## src/sv/subset_sum_exhaustive_unit_macros.svh

```systemverilog
// Assertion macros for the subset-sum search unit.
// Used by the top level; needs nothing else.
`ifndef SUBSET_SUM_EXHAUSTIVE_UNIT_MACROS_SVH
`define SUBSET_SUM_EXHAUSTIVE_UNIT_MACROS_SVH

// Consequent must hold in the same cycle as the antecedent.
`define SSE_ASSERT_SAME(lbl, clk, rst, ante, cons, msg) \
   lbl: assert property (@(posedge clk) disable iff (rst) (ante) |-> (cons)) \
      else $error(msg);

// Consequent must hold in the cycle after the antecedent.
`define SSE_ASSERT_NEXT(lbl, clk, rst, ante, cons, msg) \
   lbl: assert property (@(posedge clk) disable iff (rst) (ante) |=> (cons)) \
      else $error(msg);

`endif

```

## src/sv/sse_pkg.sv

```systemverilog
// Shared constants and types for the subset-sum search unit.
// No dependencies.
package sse_pkg;

   localparam int IN_BITS              = 16;
   localparam int TARGET_BITS          = 20;
   localparam int DEFAULT_MAX_ELEMENTS = 16;
   localparam int DEFAULT_ELEMENT_BITS = 16;

   // One search step handed to the accumulator.
   typedef struct packed {
      logic clear;
      logic valid;
      logic add;
   } acc_step_type;

endpackage

```

## src/sv/sse_req_if.sv

```systemverilog
// Element channel of the subset-sum search unit.
// Depends on sse_pkg.
interface sse_req_if;
   logic                                 valid;
   logic                                 ready;
   logic signed [sse_pkg::IN_BITS-1:0]   element_value;
   logic                                 last_element;

   modport source (output valid, output element_value, output last_element, input ready);
   modport sink   (input valid, input element_value, input last_element, output ready);
endinterface

```

## src/sv/sse_rsp_if.sv

```systemverilog
// Result channel of the subset-sum search unit.
// No dependencies.
interface sse_rsp_if;
   logic valid;
   logic ready;
   logic subset_found;
   logic set_overflow;

   modport source (output valid, output subset_found, output set_overflow, input ready);
   modport sink   (input valid, input subset_found, input set_overflow, output ready);
endinterface

```

## src/sv/subset_sum_exhaustive_unit.sv

```systemverilog
// Subset-sum decision unit: loads signed elements, then walks all subsets in Gray order.
// Throughput: one element per cycle while loading; the search holds off input, one
// store read and one add or subtract per step. Stop early once the target is hit.
// Reset (synchronous, active high) clears the state, count, overflow flag, target and valids.
// Depends on sse_pkg, sse_req_if, sse_rsp_if, sse_ram, sse_accum and the macro header.
`include "subset_sum_exhaustive_unit_macros.svh"

module subset_sum_exhaustive_unit #(
   parameter int MAX_ELEMENTS = sse_pkg::DEFAULT_MAX_ELEMENTS,
   parameter int ELEMENT_BITS = sse_pkg::DEFAULT_ELEMENT_BITS
) (
   input  logic                              clock,
   input  logic                              reset,
   sse_req_if.sink                           req_if,
   sse_rsp_if.source                         rsp_if,
   input  logic                              csr_wr_en,
   input  logic [sse_pkg::TARGET_BITS-1:0]   csr_wr_data
);

   localparam int ADDR_BITS = (MAX_ELEMENTS > 1) ? $clog2(MAX_ELEMENTS) : 1;
   localparam int CNT_BITS  = $clog2(MAX_ELEMENTS + 1);

   typedef enum logic [1:0] {
      S_IDLE,
      S_SEARCH,
      S_DRAIN,
      S_DONE
   } state_type;

   // Control and datapath registers
   state_type                          state_ff, state_in;
   logic [CNT_BITS-1:0]                count_ff, count_in;
   logic                               ovf_ff, ovf_in;
   logic                               ovf_hold_ff, ovf_hold_in;
   logic [MAX_ELEMENTS-1:0]            step_ff, step_in;
   logic [MAX_ELEMENTS-1:0]            code_ff, code_in;
   logic [MAX_ELEMENTS-1:0]            limit_ff, limit_in;
   logic                               p_valid_ff, p_valid_in;
   logic                               p_add_ff, p_add_in;
   logic                               rsp_valid_ff, rsp_valid_in;
   logic                               rsp_found_ff, rsp_found_in;
   logic                               rsp_ovf_ff, rsp_ovf_in;
   logic signed [sse_pkg::TARGET_BITS-1:0] target_ff;

   // Combinational helpers
   logic                               accept;
   logic [CNT_BITS-1:0]                count_next;
   logic                               ovf_next;
   logic [MAX_ELEMENTS:0]              pow_w;
   logic [MAX_ELEMENTS-1:0]            step_onehot;
   logic [ADDR_BITS-1:0]               low_idx;
   logic [MAX_ELEMENTS-1:0]            code_flip;

   // RAM and accumulator connections
   logic                               wr_en;
   logic [ADDR_BITS-1:0]               wr_addr;
   logic [ELEMENT_BITS-1:0]            wr_data;
   logic                               rd_en;
   logic [ELEMENT_BITS-1:0]            rd_data;
   sse_pkg::acc_step_type              acc_step;
   logic                               acc_found;

   // Input side: take elements only between searches.
   assign req_if.ready = (state_ff == S_IDLE);
   assign accept       = req_if.valid && req_if.ready;

   // Drop elements past the store depth; wrap or extend to the stored width.
   assign wr_en   = accept && (count_ff < CNT_BITS'(MAX_ELEMENTS));
   assign wr_addr = count_ff[ADDR_BITS-1:0];
   assign wr_data = ELEMENT_BITS'(req_if.element_value);

   assign count_next = (count_ff < CNT_BITS'(MAX_ELEMENTS)) ? CNT_BITS'(count_ff + 1'b1)
                                                            : count_ff;
   assign ovf_next   = ovf_ff | (count_ff >= CNT_BITS'(MAX_ELEMENTS));

   // Last step index: N low bits set.
   assign pow_w = (MAX_ELEMENTS + 1)'(1) << count_next;

   // Gray step: flip the lowest set bit of the step counter.
   assign step_onehot = step_ff & (~step_ff + MAX_ELEMENTS'(1));

   always_comb begin
      low_idx = '0;
      for (int k = MAX_ELEMENTS - 1; k >= 0; k--) begin
         if (step_ff[k]) begin
            low_idx = ADDR_BITS'(k);
         end
      end
   end

   assign code_flip = code_ff ^ step_onehot;

   always_comb begin
      state_in     = state_ff;
      count_in     = count_ff;
      ovf_in       = ovf_ff;
      ovf_hold_in  = ovf_hold_ff;
      step_in      = step_ff;
      code_in      = code_ff;
      limit_in     = limit_ff;
      p_valid_in   = 1'b0;
      p_add_in     = p_add_ff;
      rsp_valid_in = rsp_valid_ff;
      rsp_found_in = rsp_found_ff;
      rsp_ovf_in   = rsp_ovf_ff;
      rd_en        = 1'b0;
      acc_step     = '{clear: 1'b0, valid: p_valid_ff, add: p_add_ff};

      // Retire the held result once the sink takes it.
      if (rsp_valid_ff && rsp_if.ready) begin
         rsp_valid_in = 1'b0;
      end

      case (state_ff)
         S_IDLE: begin
            if (accept) begin
               if (req_if.last_element) begin
                  // Freeze the set, start a fresh one, seed the empty subset.
                  count_in       = '0;
                  ovf_in         = 1'b0;
                  ovf_hold_in    = ovf_next;
                  limit_in       = MAX_ELEMENTS'(pow_w - 1'b1);
                  step_in        = MAX_ELEMENTS'(1);
                  code_in        = '0;
                  acc_step.clear = 1'b1;
                  state_in       = S_SEARCH;
               end else begin
                  count_in = count_next;
                  ovf_in   = ovf_next;
               end
            end
         end
         S_SEARCH: begin
            if (acc_found) begin
               // Hit: issue no further steps; the found flag is sticky.
               state_in = S_DONE;
            end else begin
               // Issue the read for this step; add or subtract lands next cycle.
               rd_en      = 1'b1;
               code_in    = code_flip;
               p_valid_in = 1'b1;
               p_add_in   = |(code_flip & step_onehot);
               step_in    = MAX_ELEMENTS'(step_ff + 1'b1);
               if (step_ff == limit_ff) begin
                  state_in = S_DRAIN;
               end
            end
         end
         S_DRAIN: begin
            // Last step accumulates this cycle.
            state_in = S_DONE;
         end
         S_DONE: begin
            if (!rsp_valid_ff || rsp_if.ready) begin
               rsp_valid_in = 1'b1;
               rsp_found_in = acc_found;
               rsp_ovf_in   = ovf_hold_ff;
               state_in     = S_IDLE;
            end
         end
         default: begin
            state_in = S_IDLE;
         end
      endcase
   end

   always_ff @(posedge clock) begin
      ovf_hold_ff  <= ovf_hold_in;
      step_ff      <= step_in;
      code_ff      <= code_in;
      limit_ff     <= limit_in;
      p_add_ff     <= p_add_in;
      rsp_found_ff <= rsp_found_in;
      rsp_ovf_ff   <= rsp_ovf_in;
      if (reset) begin
         state_ff     <= S_IDLE;
         count_ff     <= '0;
         ovf_ff       <= 1'b0;
         p_valid_ff   <= 1'b0;
         rsp_valid_ff <= 1'b0;
         target_ff    <= '0;
      end else begin
         state_ff     <= state_in;
         count_ff     <= count_in;
         ovf_ff       <= ovf_in;
         p_valid_ff   <= p_valid_in;
         rsp_valid_ff <= rsp_valid_in;
         if (csr_wr_en) begin
            target_ff <= csr_wr_data;
         end
      end
   end

   assign rsp_if.valid        = rsp_valid_ff;
   assign rsp_if.subset_found = rsp_found_ff;
   assign rsp_if.set_overflow = rsp_ovf_ff;

   // Element store
   sse_ram #(
      .WIDTH (ELEMENT_BITS),
      .DEPTH (MAX_ELEMENTS)
   ) u_store (
      .clock   (clock),
      .wr_en   (wr_en),
      .wr_addr (wr_addr),
      .wr_data (wr_data),
      .rd_en   (rd_en),
      .rd_addr (low_idx),
      .rd_data (rd_data)
   );

   // Running sum and compare
   sse_accum #(
      .MAX_ELEMENTS (MAX_ELEMENTS),
      .ELEMENT_BITS (ELEMENT_BITS)
   ) u_accum (
      .clock   (clock),
      .reset   (reset),
      .step    (acc_step),
      .rd_data (rd_data),
      .target  (target_ff),
      .found   (acc_found)
   );

   `SSE_ASSERT_NEXT(a_last_starts_search, clock, reset, accept && req_if.last_element, state_ff == S_SEARCH, "last element did not start the search")
   `SSE_ASSERT_SAME(a_read_in_set, clock, reset, state_ff == S_SEARCH && !acc_found, (step_onehot & ~limit_ff) == '0, "search read beyond the stored elements")
   `SSE_ASSERT_SAME(a_step_nonzero, clock, reset, state_ff == S_SEARCH, step_ff != '0, "search step counter wrapped")
   `SSE_ASSERT_NEXT(a_issue_lands, clock, reset, state_ff == S_SEARCH && !acc_found, p_valid_ff, "issued step did not reach the accumulator")

endmodule

```

## src/sv/sse_ram.sv

```systemverilog
// Generic one-write, one-read RAM with a registered read port.
// No dependencies.
module sse_ram #(
   parameter  int WIDTH     = 16,
   parameter  int DEPTH     = 16,
   localparam int ADDR_BITS = (DEPTH > 1) ? $clog2(DEPTH) : 1
) (
   input  logic                 clock,
   input  logic                 wr_en,
   input  logic [ADDR_BITS-1:0] wr_addr,
   input  logic [WIDTH-1:0]     wr_data,
   input  logic                 rd_en,
   input  logic [ADDR_BITS-1:0] rd_addr,
   output logic [WIDTH-1:0]     rd_data
);

   logic [WIDTH-1:0] mem_ff [DEPTH];
   logic [WIDTH-1:0] rd_data_ff;

   always_ff @(posedge clock) begin
      if (wr_en) begin
         mem_ff[wr_addr] <= wr_data;
      end
      if (rd_en) begin
         rd_data_ff <= mem_ff[rd_addr];
      end
   end

   assign rd_data = rd_data_ff;

endmodule

```

## src/sv/sse_accum.sv

```systemverilog
// Running-sum accumulator and target compare for the subset search.
// Depends on sse_pkg.
module sse_accum #(
   parameter int MAX_ELEMENTS = sse_pkg::DEFAULT_MAX_ELEMENTS,
   parameter int ELEMENT_BITS = sse_pkg::DEFAULT_ELEMENT_BITS
) (
   input  logic                                  clock,
   input  logic                                  reset,
   input  sse_pkg::acc_step_type                 step,
   input  logic signed [ELEMENT_BITS-1:0]        rd_data,
   input  logic signed [sse_pkg::TARGET_BITS-1:0] target,
   output logic                                  found
);

   // Exact sum of up to MAX_ELEMENTS elements, wide enough for the target too.
   localparam int SUM_BITS = ELEMENT_BITS + $clog2(MAX_ELEMENTS) + 1;
   localparam int CMP_BITS = (SUM_BITS > sse_pkg::TARGET_BITS) ? SUM_BITS
                                                                : sse_pkg::TARGET_BITS;

   logic signed [CMP_BITS-1:0] sum_ff, sum_in;
   logic signed [CMP_BITS-1:0] elem_ext, target_ext;
   logic                       found_ff, found_in;

   always_comb begin
      elem_ext   = CMP_BITS'(rd_data);
      target_ext = CMP_BITS'(target);
      sum_in     = sum_ff;
      found_in   = found_ff;
      if (step.clear) begin
         // Empty subset: sum zero.
         sum_in   = '0;
         found_in = (target_ext == '0);
      end else if (step.valid) begin
         sum_in   = step.add ? (sum_ff + elem_ext) : (sum_ff - elem_ext);
         found_in = found_ff | (sum_in == target_ext);
      end
   end

   always_ff @(posedge clock) begin
      sum_ff <= sum_in;
      if (reset) begin
         found_ff <= 1'b0;
      end else begin
         found_ff <= found_in;
      end
   end

   assign found = found_ff;

endmodule

```

## src/flat_wrapper.sv

```systemverilog
// flat-port wrapper written by rule: the top's interface ports become plain ports
module subset_sum_exhaustive_unit_flat 
#(
   parameter int MAX_ELEMENTS = sse_pkg::DEFAULT_MAX_ELEMENTS,
   parameter int ELEMENT_BITS = sse_pkg::DEFAULT_ELEMENT_BITS
)
  (clock, reset, csr_wr_en, csr_wr_data, req_if_valid, req_if_element_value, req_if_last_element, req_if_ready, rsp_if_valid, rsp_if_subset_found, rsp_if_set_overflow, rsp_if_ready);
  sse_req_if req_if_i ();
  sse_rsp_if rsp_if_i ();
  input  logic clock;
  input  logic reset;
  input  logic csr_wr_en;
  input  logic [sse_pkg::TARGET_BITS-1:0] csr_wr_data;
  input wire logic [$bits(req_if_i.valid)-1:0] req_if_valid;
  input wire logic [$bits(req_if_i.element_value)-1:0] req_if_element_value;
  input wire logic [$bits(req_if_i.last_element)-1:0] req_if_last_element;
  output wire logic [$bits(req_if_i.ready)-1:0] req_if_ready;
  output wire logic [$bits(rsp_if_i.valid)-1:0] rsp_if_valid;
  output wire logic [$bits(rsp_if_i.subset_found)-1:0] rsp_if_subset_found;
  output wire logic [$bits(rsp_if_i.set_overflow)-1:0] rsp_if_set_overflow;
  input wire logic [$bits(rsp_if_i.ready)-1:0] rsp_if_ready;
  assign req_if_i.valid = req_if_valid;
  assign req_if_i.element_value = req_if_element_value;
  assign req_if_i.last_element = req_if_last_element;
  assign req_if_ready = req_if_i.ready;
  assign rsp_if_valid = rsp_if_i.valid;
  assign rsp_if_subset_found = rsp_if_i.subset_found;
  assign rsp_if_set_overflow = rsp_if_i.set_overflow;
  assign rsp_if_i.ready = rsp_if_ready;
  subset_sum_exhaustive_unit #(.MAX_ELEMENTS(MAX_ELEMENTS), .ELEMENT_BITS(ELEMENT_BITS)) u_core (.clock(clock), .reset(reset), .req_if(req_if_i), .rsp_if(rsp_if_i), .csr_wr_en(csr_wr_en), .csr_wr_data(csr_wr_data));
endmodule
```

## config.mk

```make
export PLATFORM = sky130hd
export DESIGN_NAME = subset_sum_exhaustive_unit_flat
export DESIGN_NICKNAME = d
export VERILOG_FILES = /design/src/sv/sse_pkg.sv /design/src/sv/sse_req_if.sv /design/src/sv/sse_rsp_if.sv /design/src/sv/subset_sum_exhaustive_unit.sv /design/src/sv/sse_ram.sv /design/src/sv/sse_accum.sv /design/src/flat_wrapper.sv
export VERILOG_INCLUDE_DIRS = /design/src /design/src/sv
export SDC_FILE = /design/constraint.sdc
export NUM_CORES = 1
export LEC_CHECK = 0
export BUFFER_PORTS_ARGS = -buffer_cell sky130_fd_sc_hd__buf_4
export CAP_MARGIN = 0
export CORE_MARGIN = 4
export CORE_UTILIZATION = 60
export DETAILED_ROUTE_END_ITERATION = 16
export PLACE_DENSITY = 0.87
export SETUP_SLACK_MARGIN = 0.5
export SYNTH_ARGS = -nofsm -noshare
export SYNTH_HDL_FRONTEND = slang
export SYNTH_HIERARCHICAL = 1
export SYNTH_SLANG_ARGS = --single-unit
export TNS_END_PERCENT = 5
```

## constraint.sdc

```tcl
create_clock -name clock -period 8.53 [get_ports clock]
set_input_delay 0.853 -clock clock [delete_from_list [all_inputs] [get_ports clock]]
set_output_delay 0.853 -clock clock [all_outputs]
set_load 0.01 [all_outputs]
```

After elaboration in Yosys (flattened, before gate mapping)
Memories as Yosys holds them, arrays and structs flattened. A register that Yosys moved wholly into a read port is not among the register bits.
Index checks and enable logic that the tools add are counted.
{"block": "classes", "addsub": 6, "order_cmp": 2, "eq_ne": 10, "shift": 1, "muxes": 46, "bitwise_logic": 7, "n_reduce_logical": 16}
{"cell": "$mux W16", "count": 6}
{"cell": "$mux W4", "count": 16}
{"cell": "$pmux W16 S2", "count": 2}
{"cell": "$add A16 B1 Y16 const B", "count": 2}
{"cell": "$and A16 B16 Y16", "count": 2}
{"cell": "$add A21 B16 Y21", "count": 1}
{"cell": "$eq A21 B20 Y1", "count": 1}
{"cell": "$logic_not A21 Y1", "count": 1}
{"cell": "$mux W21", "count": 1}
{"cell": "$sub A21 B16 Y21", "count": 1}
{"cell": "$eq A16 B16 Y1", "count": 1}
{"cell": "$not A16 Y16", "count": 1}
{"cell": "$reduce_or A16 Y1", "count": 1}
{"cell": "$shl A1 B5 Y16 const A", "count": 1}
{"cell": "$sub A16 B1 Y16 const B", "count": 1}
{"cell": "$xor A16 B16 Y16", "count": 1}
{"cell": "$mux W1", "count": 13}
{"cell": "$mux W2", "count": 5}
{"cell": "$mux W5", "count": 2}
{"cell": "$pmux W2 S4", "count": 1}
{"cell": "$reduce_and A4 Y1", "count": 2}
{"cell": "$ne A2 B2 Y1 const B", "count": 3}
{"cell": "$reduce_and A2 Y1", "count": 3}
{"cell": "$add A5 B1 Y5 const B", "count": 1}
{"cell": "14 further kinds", "count": 19}
{"block": "word_totals", "ff_bits": 104, "mem_bits_rw": 256, "input_bits": 42, "output_inout_bits": 4, "n_memories": 1}
{"memory": "u_core.u_store.mem_ff", "depth": 16, "width": 16, "rd": 1, "rd_clocked_by_memory_dff": 1, "wr": 1, "line_no": "sse_ram.sv:17", "text": "logic [WIDTH-1:0] mem_ff [DEPTH];"}

Depth between registers and ports, before layout
{"block": "depth", "depth_word": 16, "mapped_depth": 17}

Hierarchy
Netlist, hierarchy kept.
{"module": "sse_ram", "n_inst": 1, "cells_per_inst": 432, "area_each_um2": 10202.3}
{"module": "subset_sum_exhaustive_unit", "n_inst": 1, "cells_per_inst": 442, "area_each_um2": 4564.4}
{"module": "sse_accum", "n_inst": 1, "cells_per_inst": 324, "area_each_um2": 2641.3}

Worst setup path after synthesis
No wires, ideal clock.
{"block": "synth_path", "path_kind": "register to register", "from": "reg u_core.u_store.rd_data_ff[0], in the netlist u_core/u_store/rd_data[0], read port of u_core.u_store.mem_ff", "to": "reg u_core.u_accum.found_ff, in the netlist u_core/u_accum/found", "setup_time_ps": 96, "arrival_ps": 3722, "required_time_ps": 8434, "slack_ps": 4713, "stages_incl_launch_ff": 18, "n_path_buf": 1, "synth_period_minus_slack_ps": 3817, "cell_sequence": "edfxtp_1 inv_1 ha_1 nor4b_1 nand4_1 o21bai_1 nand2_1 ha_1 clkbuf_1 xnor2_1 nor3_1 a2111oi_0 o21ai_0 nand4b_1 a2111oi_0 o2111ai_1 nand4bb_1 o41ai_2"}
{"block": "synth_via", "elab_chain_cells": 6}
{"element": "start, declared", "line_no": "sse_ram.sv:18", "text": "logic [WIDTH-1:0] rd_data_ff;"}
{"element": "$sub A21 B16 Y21 or $add A21 B16 Y21 (tied branches)", "line_no": "sse_accum.sv:34", "text": "sum_in = step.add ? (sum_ff + elem_ext) : (sum_ff - elem_ext);"}
{"element": "$mux W21 *", "line_no": "sse_accum.sv:34"}
{"element": "$eq A21 B20 Y1 *", "line_no": "sse_accum.sv:35", "text": "found_in = found_ff | (sum_in == target_ext);"}
{"element": "$or A1 B1 Y1 *", "line_no": "sse_accum.sv:35"}
{"element": "$mux W1 *", "line_no": "sse_accum.sv:33", "text": "end else if (step.valid) begin"}
{"element": "$mux W1 *", "line_no": "sse_accum.sv:29", "text": "if (step.clear) begin"}
{"element": "end signal, assigned", "line_no": "sse_accum.sv:44", "text": "found_ff <= found_in;"}
{"element": "end, declared", "line_no": "sse_accum.sv:22", "text": "logic found_ff, found_in;"}
Mark *: on every way between the ends. The rest lies on a longest branch, timed or not. The select of a mux whose other input is x is not followed.
A chain may end at the register's enable or synchronous reset.

Final worst setup path
{"block": "layout_path", "from": "reg u_core.u_store.rd_data_ff[1], in the netlist u_core/u_store/rd_data[1], read port of u_core.u_store.mem_ff", "to": "reg u_core.u_accum.found_ff, in the netlist u_core/u_accum/found"}
The elaborated chain is that of the path after synthesis.

==> metrics.yaml <==
cts:
  cts_tree: "built"
  cts.sinks: 376
  root_buffer: "clkbuf_16"
  ctsHtreeMaxLevel: 2
  holdBufCountCts: 0
  post-cts-setup-buffer-count: 0
  clk_pin_slew_ns: 0.06
  cts-buffers-inserted: 39
  ctsResizeCount: 0
  clockBufferDepth: 3
  worst_skew_pair.late_latency_ns: 0.56
setup_path:
  crit_arrival_ns: 5.19
  worstPathMaxFanout: 6
  crit_path_end_kind: "flop"
  worstRegToRegCells: 16
  cp_slowest_cell: "a2111oi_0"
  crit_path_start: "u_core/u_store/rd_data[1]$_DFFE_PP_"
  r2r_slack_ns: 3.77
  crit_path_cell_trace: "inv_1, ha_1, nor4b_1, nand4_1, o21bai_1, nand2_1, ha_1, xnor2_1, nor3_1, a2111oi_0, o21ai_0, nand4b_1, a2111oi_0, o2111ai_1, nand4bb_1, o41ai_2"
  r2r_end: "u_core/u_accum/found$_SDFFE_PP0P_"
  cp-endpoint: "u_core/u_accum/found$_SDFFE_PP0P_"
  worstReg2RegStart: "u_core/u_store/rd_data[1]$_DFFE_PP_"
  path_class: "flop to flop"
  crit_required_ns: 8.95
  cp-start-kind: "flop"
  max_stage_delay_ns: 0.54
global_routing:
  grt_pass1_wl_um: 59800
  grt_usage_pct: 24.6
  antenna_found_initial: 0
  overflow: 0
  grt_max_degree: 65
  grt_pass1_vias: 10500
sta:
  finClkSkew_ns: 0.0290
  finalSetupViolCount: 0
  finalCriticalPeriod_ns: 4.76
  fmax_mhz: 210
  timing.setup.tns_ns: 0
  finalCritPeriodShare_pct: 55.9
  rsz0062_at_grt: "false"
  finalHoldViolCount: 0
  final.setup.worst_slack_ns: 3.77
  worst_pin_slew_ns: 1.33
  max_slew_margin_pct: 11.0
  slew_viol_final: 0
logic_synthesis:
  yosys.area_share.xor_xnor_pct: 4.56
  post-synth-top-area-cell: "edfxtp_1"
  synth-edff-count: 324
  synth_warnings: 6
  synthFlopType: "edfxtp_1"
  synth_top_area_share_pct: 55.9
  synthesis.nets: 1289
  synth_simple_gate_area_share_pct: 9.41
  seq_area_frac_synth_pct: 61.9
  ys_async_sr_fraction_pct: 0
  netlist_area_mm2: 0.0174
  synth-compound-area-share_pct: 6.67
  synthMuxAreaShare_pct: 11.3
  yosysUniqueCellTypes: 83
  synth.area.top_cells: "edfxtp_1, mux4_2, dfxtp_1, ha_1, mux2i_1"
  ys_ff_latch: 376
  synthCells: 1198
  syn_avg_cell_area_um2: 14.5
  synth-adder-area-share_pct: 3.57
  synth_top_family_by_area: "multiplexers"
route:
  drt_wl_total_um: 38400
  first_pass_iters: 6
  final_antenna_net_count: 0
  via_per_inst: 6.36
  wl_per_cell_um: 23.2
  drc: 0
  dr_total_vias: 10500
  drt_iter0_drc: 1167
job:
  maxCapViolCount: 0
final_layout:
  diodes: 0
  drive_gt1_share_pct: 16.8
  synthToLayoutAreaGrowth_pct: 11.4
  nets: 1334
  fin_area_mm2: 0.0194
die:
  num_rows: 62
  pin_count: 46
  core_mm2: 0.0286
  dieHeight_um: 178
  start_util_pct: 60.8
  die_w_um: 178
  fp.dieArea_mm2: 0.0318
placement:
  numPortBuffers: 45
  place_congestion: 0.919
  dp_slack_ns: 4.05
  dp_hpwl_um: 22700
  postPlaceCellArea_mm2: 0.0181
pwr:
  p_leak_nw: 6.90
  vdd_drop_max_v: 0.000204
  powerDensity_mw_per_mm2: 333
status:
  outcome: "completed"
min_path:
  hp-class: "flop to flop"
-- area by class of cell --
cell class,count,area [um^2]
clock buffers,49,1020
flip-flops and latches,376,10800
clock inverters,20,236
well taps,384,480
multi-input cells,722,6260
fillers,1801,9230
inverters,42,158
repair buffers,62,465
-- power breakdown --
part / total [mW] / internal [mW] / switching (mW) / leakage (nW)
clock: 1.68 / 0.957 / 0.722 / 0.598
sequential: 2.51 / 2.30 / 0.212 / 3.39
combinational: 2.27 / 0.980 / 1.29 / 2.91
-- worst min path at each step --
stage | start | end | cells past startpoint
final | u_core/ovf_hold_ff$_DFFE_PP_ | u_core/rsp_if.set_overflow$_DFFE_PP_ | 0
after CTS | u_core/ovf_hold_ff$_DFFE_PP_ | u_core/rsp_if.set_overflow$_DFFE_PP_ | 0
after detailed placement | u_core/ovf_hold_ff$_DFFE_PP_ | u_core/rsp_if.set_overflow$_DFFE_PP_ | 0
after floorplan | u_core/ovf_hold_ff$_DFFE_PP_ | u_core/rsp_if.set_overflow$_DFFE_PP_ | 0
after global routing | u_core/ovf_hold_ff$_DFFE_PP_ | u_core/rsp_if.set_overflow$_DFFE_PP_ | 0
after global placement | u_core/ovf_hold_ff$_DFFE_PP_ | u_core/rsp_if.set_overflow$_DFFE_PP_ | 0
-- routing by layer --
metal  up-vias  wire length [um]  global-route usage [%]
li1       4699                 -                       -
met1      5150             15000                    33.2
met2       553             18900                    40.9
met3       121              3120                    4.18
met4         0              1350                    9.15
met5         -                 0                       0
-- state kept, by name, indices dropped and copies added (netlist names), 2 cells and up --
name                    count
u_core/u_store/mem_ff     256
u_core/u_accum/sum_ff      21
u_core/target_ff           20
u_core/code_ff             16
u_core/limit_ff            16
u_core/step_ff             16
u_core/u_store/rd_data     16
u_core/count_ff             5
u_core/state_ff             2
-- kinds of logic after synthesis --
| group | Yosys count |
|---|---|
| simple gates | 316 |
| mux | 113 |
| buf+inv | 100 |
| fa+ha+maj | 49 |
| flops | 376 |
| xor+xnor | 85 |
| compound gates | 159 |
-- cell usage in the layout, fill, tap and decap left out, types with 8 or more instances in the layout --
cell	instances
mux2i_1	45
a211oi_1	8
nand2_1	52
dfxtp_1	52
ha_1	48
clkbuf_16	39
a21oi_1	34
inv_1	41
edfxtp_1	324
and3_1	14
and2_1	19
nor2_2	8
nor4_1	18
xnor2_1	33
nand3_1	9
nand2b_1	12
xor2_1	48
nor2_1	89
o21ai_0	15
nor2b_1	25
a22oi_1	35
nor3_1	18
mux4_1	10
nand4_1	12
clkbuf_1	9
buf_4	62
mux4_2	54
a31oi_1	10
-- worst max-delay path: cells and delay by family, from the launching register on --
| family | cells | cell delay [ns] |
|---|---|---|
| AO/OA/AOI/OAI | 6 | 1.77 |
| XOR/XNOR | 1 | 0.37 |
| adder cells (fa/ha/maj) | 2 | 0.56 |
| buffers and inverters | 1 | 0.08 |
| flip-flops | 1 | 0.43 |
| AND/OR/NAND/NOR | 6 | 1.42 |
-- per-stage QoR --
step / power, mW / hold WS, ns / cells / util [%]
global route: 6.80 / 0.466 / 1655 / 67.8
finish: 6.46 / 0.476 / 1655 / 67.8
global placement: 4.67 / 0.440 / 1586 / 63.4
detailed placement: 4.75 / 0.449 / 1586 / 63.4
floorplan: 4.24 / 0.400 / 1198 / -
CTS: 6.47 / 0.461 / 1655 / 67.8
-- Yosys cell counts, types with 4 or more instances --
library cell    n
nand3_1         9
buf_2          15
clkbuf_1       26
a21boi_0        4
buf_6           5
a31oi_1        10
and2_1         19
and3_1         14
dfxtp_1        52
mux4_2         54
a211oi_1        8
nor2_1         97
mux4_1         10
nand4_1        12
xor2_1         48
ha_1           48
nand2_1        52
nand2b_1       12
mux2i_1        45
or2_2           6
inv_1          41
mux2_2          4
buf_4           5
o21bai_1        6
nor2b_1        26
a21o_1          4
a22oi_1        35
o21ai_0        15
buf_1           7
nor4_1         18
nor3_1         22
or3_1           4
nor4b_1         5
xnor2_1        33
edfxtp_1      324
a21oi_1        35
(Power assumes the default switching activity.)
